<file path="src/mocf_pkg.sv">
package mocf_pkg;

  // Field widths fixed by the interface.
  localparam int OFS_W = 32;
  localparam int MAG_W = 31;
  localparam int TOL_W = 4;
  localparam int PROD_W = MAG_W + TOL_W;

  // Bit counter for the serial median search, counts MAG_W-1 down to 0.
  localparam int BIT_CW = $clog2(MAG_W);

  localparam int WINDOW_DEF = 10;
  localparam logic [TOL_W-1:0] TOL_RESET = 4'd5;
  localparam logic [MAG_W-1:0] MAG_MAX = {MAG_W{1'b1}};
  localparam logic [OFS_W-1:0] OFS_MIN = {1'b1, {(OFS_W-1){1'b0}}};

  // Controls from the sequencer to the window storage.
  typedef struct packed {
    logic write;
    logic rotate;
  } mocf_win_ctrl_t;

  // Status of the serial median search.
  typedef struct packed {
    logic busy;
    logic done;
  } mocf_sel_stat_t;

  // Magnitude of a two's complement offset; the most negative value saturates.
  function automatic logic [MAG_W-1:0] magnitude_of(input logic [OFS_W-1:0] v);
    logic [OFS_W-1:0] neg;
    neg = ~v + {{(OFS_W-1){1'b0}}, 1'b1};
    if (!v[OFS_W-1]) begin
      return v[MAG_W-1:0];
    end else if (v == OFS_MIN) begin
      return MAG_MAX;
    end else begin
      return neg[MAG_W-1:0];
    end
  endfunction

endpackage

</file>
<file path="src/mocf_window.sv">
module mocf_window #(
  parameter int WINDOW = mocf_pkg::WINDOW_DEF
) (
  input  logic                         clk,
  input  mocf_pkg::mocf_win_ctrl_t     ctrl,
  input  logic [$clog2(WINDOW)-1:0]    wr_pos,
  input  logic [mocf_pkg::MAG_W-1:0]   wr_mag,
  output logic [WINDOW-1:0]            msb
);
  import mocf_pkg::*;

  localparam int PW = $clog2(WINDOW);

  // Each entry is a circular shift register. During the median search all
  // entries rotate left together, so their top bits present one bit plane
  // per cycle, most significant first. After MAG_W rotations every entry is
  // back in its original alignment.
  for (genvar i = 0; i < WINDOW; i++) begin : g_entry
    logic [MAG_W-1:0] entry;

    always_ff @(posedge clk) begin
      if (ctrl.write && (wr_pos == PW'(i))) begin
        entry <= wr_mag;
      end else if (ctrl.rotate) begin
        entry <= {entry[MAG_W-2:0], entry[MAG_W-1]};
      end
    end

    assign msb[i] = entry[MAG_W-1];
  end

endmodule

</file>
<file path="src/mocf_select.sv">
module mocf_select #(
  parameter int WINDOW = mocf_pkg::WINDOW_DEF
) (
  input  logic                         clk,
  input  logic                         rst,
  input  logic                         start,
  input  logic [WINDOW-1:0]            msb,
  output mocf_pkg::mocf_sel_stat_t     stat,
  output logic [mocf_pkg::MAG_W-1:0]   median
);
  import mocf_pkg::*;

  localparam int KW = $clog2(WINDOW);
  localparam int CW = $clog2(WINDOW + 1);
  localparam logic [KW-1:0] RANK0 = KW'((WINDOW - 1) / 2);

  logic              busy;
  logic              done;
  logic [WINDOW-1:0] cand;
  logic [KW-1:0]     rank;
  logic [BIT_CW-1:0] cnt;
  logic [MAG_W-1:0]  med;

  logic [WINDOW-1:0] zeros;
  logic [CW-1:0]     zero_cnt;
  logic              take_zero;

  // Candidates whose current bit is zero, and how many of them there are.
  always_comb begin
    zeros = cand & ~msb;
    zero_cnt = '0;
    for (int i = 0; i < WINDOW; i++) begin
      zero_cnt = zero_cnt + CW'(zeros[i]);
    end
  end

  // If more candidates than the wanted rank have a zero here, the median
  // has a zero in this bit and the ones drop out; otherwise the zeros drop
  // out and the rank moves past them.
  assign take_zero = zero_cnt > CW'(rank);

  always_ff @(posedge clk) begin
    if (rst) begin
      busy <= 1'b0;
      done <= 1'b0;
    end else if (start) begin
      busy <= 1'b1;
      done <= 1'b0;
      cand <= '1;
      rank <= RANK0;
      cnt  <= BIT_CW'(MAG_W - 1);
    end else if (busy) begin
      med <= {med[MAG_W-2:0], ~take_zero};
      if (take_zero) begin
        cand <= zeros;
      end else begin
        cand <= cand & msb;
        rank <= rank - KW'(zero_cnt);
      end
      if (cnt == '0) begin
        busy <= 1'b0;
        done <= 1'b1;
      end else begin
        cnt <= cnt - BIT_CW'(1);
      end
    end else begin
      done <= 1'b0;
    end
  end

  assign stat.busy = busy;
  assign stat.done = done;
  assign median    = med;

  // The wanted rank always lies inside the surviving candidate set.
  a_rank_in_set: assert property (@(posedge clk) disable iff (rst)
    busy |-> (int'(rank) < $countones(cand)))
    else $error("median rank fell outside the candidate set");

endmodule

</file>
<file path="src/median_outlier_clock_filter_top.sv">
// Median outlier filter for clock offsets.
// Input channel: offset_value with in_valid / in_stall; a word is taken at a
// clock edge with in_valid high and in_stall low. Output channel: accepted,
// window_median and window_full with out_valid / out_stall, one result word
// for every input word, in order.
// Configuration: tolerance_factor is written with cfg_valid / cfg_ready; the
// user must do so only while the block is idle, which the block itself does
// not enforce. cfg_ready is always high. Reset value is 5.
// While the window is filling, the result word goes through S_OUT into the
// output register; the next input word can be taken as soon as that result
// word can. Once the window is full, the lower median is found one bit plane
// per cycle over all MAG_W = 31 bit planes, then multiplied and compared; no
// new input word is taken until that result word has moved out.
// Synchronous reset (rst) clears the fill count, rewinds the write slot and
// restores the tolerance; a word still in flight at reset is dropped.
// If the receiver stalls, the result word holds on the output; one further
// finished result may wait inside while the block stops taking input.
module median_outlier_clock_filter_top #(
  parameter int WINDOW = mocf_pkg::WINDOW_DEF
) (
  input  logic                         clk,
  input  logic                         rst,
  input  logic                         in_valid,
  output logic                         in_stall,
  input  logic [mocf_pkg::OFS_W-1:0]   offset_value,
  output logic                         out_valid,
  input  logic                         out_stall,
  output logic                         accepted,
  output logic [mocf_pkg::MAG_W-1:0]   window_median,
  output logic                         window_full,
  input  logic                         cfg_valid,
  output logic                         cfg_ready,
  input  logic [mocf_pkg::TOL_W-1:0]   tolerance_factor
);
  import mocf_pkg::*;

  localparam int PW = $clog2(WINDOW);
  localparam int FW = $clog2(WINDOW + 1);

  localparam logic [2:0] S_IDLE = 3'd0;
  localparam logic [2:0] S_SEL  = 3'd1;
  localparam logic [2:0] S_MUL  = 3'd2;
  localparam logic [2:0] S_CMP  = 3'd3;
  localparam logic [2:0] S_OUT  = 3'd4;

  logic [2:0]        state;
  logic [PW-1:0]     wpos;
  logic [FW-1:0]     fill;
  logic [TOL_W-1:0]  tol;
  logic [MAG_W-1:0]  mag;
  logic [PROD_W-1:0] prod;
  logic              res_keep;
  logic [MAG_W-1:0]  res_med;
  logic              res_full;

  logic              in_accept;
  logic [MAG_W-1:0]  mag_in;
  logic [FW-1:0]     fill_next;
  logic              full_next;
  logic [PW-1:0]     wpos_next;
  logic              out_load;

  mocf_win_ctrl_t    win_ctrl;
  mocf_sel_stat_t    sel_stat;
  logic [WINDOW-1:0] plane;
  logic [MAG_W-1:0]  sel_med;

  assign in_stall  = (state != S_IDLE);
  assign in_accept = in_valid && !in_stall;
  assign cfg_ready = 1'b1;
  assign mag_in    = magnitude_of(offset_value);

  // The fill count saturates at the window size; the write slot wraps.
  assign fill_next = (fill == FW'(WINDOW)) ? fill : fill + FW'(1);
  assign full_next = (fill_next == FW'(WINDOW));
  assign wpos_next = (wpos == PW'(WINDOW - 1)) ? '0 : wpos + PW'(1);

  assign win_ctrl.write  = in_accept;
  assign win_ctrl.rotate = sel_stat.busy;

  // The result word moves out once the output register is free or drained.
  assign out_load = (state == S_OUT) && (!out_valid || !out_stall);

  mocf_window #(.WINDOW(WINDOW)) u_window (
    .clk    (clk),
    .ctrl   (win_ctrl),
    .wr_pos (wpos),
    .wr_mag (mag_in),
    .msb    (plane)
  );

  mocf_select #(.WINDOW(WINDOW)) u_select (
    .clk    (clk),
    .rst    (rst),
    .start  (in_accept && full_next),
    .msb    (plane),
    .stat   (sel_stat),
    .median (sel_med)
  );

  always_ff @(posedge clk) begin
    if (rst) begin
      state <= S_IDLE;
      wpos  <= '0;
      fill  <= '0;
      tol   <= TOL_RESET;
    end else begin
      if (cfg_valid && cfg_ready) begin
        tol <= tolerance_factor;
      end
      unique case (state)
        S_IDLE: begin
          if (in_accept) begin
            wpos <= wpos_next;
            fill <= fill_next;
            mag  <= mag_in;
            if (full_next) begin
              state <= S_SEL;
            end else begin
              res_keep <= 1'b1;
              res_med  <= '0;
              res_full <= 1'b0;
              state    <= S_OUT;
            end
          end
        end
        S_SEL: begin
          if (sel_stat.done) begin
            state <= S_MUL;
          end
        end
        S_MUL: begin
          prod  <= PROD_W'(tol) * PROD_W'(sel_med);
          state <= S_CMP;
        end
        S_CMP: begin
          res_keep <= (PROD_W'(mag) <= prod);
          res_med  <= sel_med;
          res_full <= 1'b1;
          state    <= S_OUT;
        end
        S_OUT: begin
          if (out_load) begin
            state <= S_IDLE;
          end
        end
        default: begin
          state <= S_IDLE;
        end
      endcase
    end
  end

  always_ff @(posedge clk) begin
    if (rst) begin
      out_valid <= 1'b0;
    end else if (out_load) begin
      out_valid <= 1'b1;
    end else if (!out_stall) begin
      out_valid <= 1'b0;
    end
  end

  always_ff @(posedge clk) begin
    if (out_load) begin
      accepted      <= res_keep;
      window_median <= res_med;
      window_full   <= res_full;
    end
  end

  // A result from a window still filling is always kept with a zero median.
  a_fill_result: assert property (@(posedge clk) disable iff (rst)
    (out_valid && !window_full) |-> (accepted && (window_median == '0)))
    else $error("filling window produced a rejection or a median");

  // The fill count never passes the window size.
  a_fill_bound: assert property (@(posedge clk) disable iff (rst)
    fill <= FW'(WINDOW))
    else $error("fill count overran the window");

  // While waiting on the median search, the search is running or finishing.
  a_sel_live: assert property (@(posedge clk) disable iff (rst)
    (state == S_SEL) |-> (sel_stat.busy || sel_stat.done))
    else $error("median search stopped while the sequencer waits");

endmodule

</file>
<file path="config.mk">
export PLATFORM = sky130hd
export DESIGN_NAME = median_outlier_clock_filter_top
export DESIGN_NICKNAME = d
export VERILOG_FILES = /design/src/mocf_pkg.sv /design/src/mocf_window.sv /design/src/mocf_select.sv /design/src/median_outlier_clock_filter_top.sv
export SDC_FILE = /design/constraint.sdc
export NUM_CORES = 1
export LEC_CHECK = 0
export BUFFER_PORTS_ARGS = -buffer_cell sky130_fd_sc_hd__buf_2
export CORE_MARGIN = 3
export CORE_UTILIZATION = 40
export DETAILED_ROUTE_END_ITERATION = 10
export HOLD_SLACK_MARGIN = 0.02
export SYNTH_ARGS = -nofsm -noshare
export SYNTH_HDL_FRONTEND = slang
export SYNTH_SLANG_ARGS = --single-unit
</file>
<file path="constraint.sdc">
create_clock -name clk -period 5.27 [get_ports clk]
set_input_delay 1.054 -clock clk [delete_from_list [all_inputs] [get_ports clk]]
set_output_delay 1.054 -clock clk [all_outputs]
set_load 0.05 [all_outputs]
</file>
==> impl_metrics.toml <==
[outcome]
status = "finished clean"

[clocking]
clkSlewWorstSetupHoldPaths_ns = 0.06
cts-buffers-inserted = 52
clockRootBuffer = "clkbuf_16"
cts_setup_buffers = 0
cts_resized = 0
ctsHtreeMaxLevel = 2
cts_hold_buf = 0
clk_latency_ns = 0.61
clk_path_buf_depth = 3
cts_tree = "built"
clock-sinks = 510

[global_route]
overflow = 0
antenna_found_initial = 1
grt_pass1_wl_um = 89690
grt_max_degree = 63
track_usage_pct = 16.60
grt_pass1_vias = 16310

[power]
pwr-share-clk_pct = 39.9
p_per_area_mw_per_mm2 = 323.4
p_leak_nw = 11.29
combPwrFrac_pct = 10.5
finalPower_mw = 9.247
switchingPower_mw = 2.252
internal_power_mw = 6.994
p_sw_share_pct = 24.36
sequentialPowerShare_pct = 49.5
ir_worst_vdd_mv = 0.2232

[worst_hold_path]
hold_path.class = "reg2reg"
holdPathStages = 0
min_to = "window_median[7]$_DFFE_PP_"
min_from = "res_med[7]$_SDFFCE_PN0P_"

[cells_and_area]
final_cell_mix = "edfxtp_1, nand2_1, o21ai_0"
nFillCells = 5794
areaGrowthSynthToFinish_pct = 11.76
drive_above_1_share_pct = 10.90
antenna_cells = 0
final-seq-area_mm2 = 0.01513
layout_commonest_cell = "edfxtp_1"
instances_no_fill = 3195
multiInputGateArea_mm2 = 0.009311
fin_nets = 2496

[synthesis]
synth_edf_count = 492
synthFlopType = "edfxtp_1"
async_flop_share_pct = 0
syn_avg_cell_area_um2 = 11.26
ys_warn_count = 0
synth_fp_nets = 2461
synth.cell_area_mm2 = 0.02558
ys_seq_area_share_pct = 59.16
syn_inst = 2272
synth.ff_latch_count = 510
synth_cell_types = 69

[drt]
first_pass_iters = 5
drc = 0
wl_per_cell_um = 17.30
drt_iter0_drc = 1355
via_per_inst = 5.202
ant_nets = 0
wl_um = 55260
dr_total_vias = 16620

[worst_setup_path]
cp-end-kind = "register"
worstPathArrival_ns = 5.07
crit_path_start_kind = "register"
r2r-start = "u_select.cand[0]$_SDFFCE_PP1P_"
critPathRequiredTime_ns = 5.53
r2r_slack_ns = 0.46
worstPathMaxFanout = 4
r2r_cells = 17
criticalPathCategory = "reg2reg"
r2r-end = "u_select.rank[1]$_SDFFCE_PP0P_"

[placed_design]
hpwl_um = 35920
gp_congestion = 0.8294
place_inst = 3099
portBuffers = 75

[sta]
holdWs_ns = 0.4176
hold_violations = 0
fin_crit_ns = 4.810
fin_setup_tns_ns = 0
fin_crit_sh_pct = 91.27
rsz0062_at_grt = "no"
fmax_mhz = 207.9
finClkSkew_ns = 0.03062
slew_viol_final = 0
worst_slew_pin_slew_ns = 1.252
setup_violations = 0
relSlewSlack_pct = 15.74

[floorplanning]
die_h_um = 258.9
row_count = 92
ioPinCount = 77
die_w_um = 258.9
design.die.area_mm2 = 0.06703
core_area_mm2 = 0.06320
initial_core_util_pct = 40.48

[run]
cap_violations = 0
## synth_stat cells, types with 19 or more instances
| cell | n | area, um2 |
|---|---|---|
| clkbuf_1 | 125 | 469.2 |
| a21oi_1 | 68 | 340.3 |
| edfxtp_1 | 492 | 14770 |
| nor3_1 | 24 | 120.1 |
| nand2_1 | 430 | 1614 |
| nor2b_1 | 25 | 156.4 |
| nor2_1 | 44 | 165.2 |
| xnor2_1 | 29 | 254.0 |
| and2_1 | 102 | 638.1 |
| ha_1 | 83 | 1039 |
| inv_1 | 168 | 630.6 |
| fa_1 | 65 | 1301 |
| o21ai_0 | 310 | 1551 |
| o211ai_1 | 19 | 142.6 |
## worst max-delay path by stage
stage	slack, ns	depth (start not counted)	to	start
2_1_floorplan	0.19	18	u_select.rank[0]$_SDFFCE_PP0P_	u_select.cand[0]$_SDFFCE_PP1P_
3_3_place_gp	0.55	19	u_select.cand[0]$_SDFFCE_PP1P_	u_select.cand[0]$_SDFFCE_PP1P_
3_5_place_dp	0.46	19	u_select.cand[9]$_SDFFCE_PP1P_	u_select.cand[0]$_SDFFCE_PP1P_
4_1_cts	0.45	19	u_select.cand[1]$_SDFFCE_PP1P_	u_select.cand[0]$_SDFFCE_PP1P_
5_1_grt	0.19	19	u_select.cand[6]$_SDFFCE_PP1P_	u_select.cand[1]$_SDFFCE_PP1P_
6_report	0.46	17	u_select.rank[1]$_SDFFCE_PP0P_	u_select.cand[0]$_SDFFCE_PP1P_
## worst max-delay path: stages, from the launching register on
cell      delay (ns)
edfxtp_1        0.38
nor2b_1         0.14
ha_1            0.27
inv_1           0.05
fa_1            0.50
fa_1            0.55
inv_1           0.05
fa_1            0.56
fa_1            0.20
inv_1           0.06
fa_1            0.50
inv_1           0.06
fa_1            0.40
nor2b_1         0.15
o21ai_0         0.11
nand2b_1        0.10
nand2_1         0.06
a21oi_1         0.33
## cells by family after synthesis
| kind of cell | synth area share [%] |
|---|---|
| buf+inv | 4.734 |
| compound gates | 11.34 |
| fa+ha+maj | 9.146 |
| flops | 59.16 |
| other cells | 0.01466 |
| xor+xnor | 1.609 |
| mux | 0.8265 |
| simple gates | 13.18 |
## layout make-up
class	instances	area share [%]
Inverter	169	2.219
Sequential cell	510	52.93
Timing Repair Buffer	125	2.626
Tap cell	846	3.702
Clock buffer	64	4.709
Multi-Input combinational cell	1449	32.57
Clock inverter	32	1.243
## flip-flops by register name (all words and copies together), names as in the netlist, 5 cells and up
| name | cells |
|---|---|
| u_select.cnt | 5 |
| u_select.cand | 10 |
| res_med | 31 |
| u_window.g_entry.entry | 310 |
| mag | 31 |
| u_select.median | 31 |
| prod | 35 |
| window_median | 31 |
## per-stage QoR
stage / cell area [um2] / utilization [%] / setup slack (ns)
2_1_floorplan: 25580 / - / 0.1929
3_3_place_gp: 26890 / 42.55 / 0.5540
3_5_place_dp: 26890 / 42.55 / 0.4556
4_1_cts: 28590 / 45.24 / 0.4541
5_1_grt: 28590 / 45.24 / 0.1854
6_report: 28590 / 45.24 / 0.4603
## layer usage
metal / track usage [%] / up-vias / share of wire, %
met3: 2.761 / 73 / 5.2
met1: 24.28 / 8122 / 48
met2: 25.87 / 399 / 45
li1: - / 8026 / -
met4: 4.071 / 0 / 2.0
met5: 0 / - / 0
## power groups by stage
| stage | combinational (mW) | clock (mW) | sequential (mW) |
|---|---|---|---|
| after floorplan | 0.639 | 0 | 4.69 |
| after global placement | 0.957 | 0 | 4.66 |
| final | 0.975 | 3.69 | 4.58 |
| after CTS | 0.985 | 3.78 | 4.58 |
| after detailed placement | 0.968 | 0 | 4.67 |
| after global routing | 1.10 | 3.95 | 4.59 |
(Power assumes the default switching activity.)
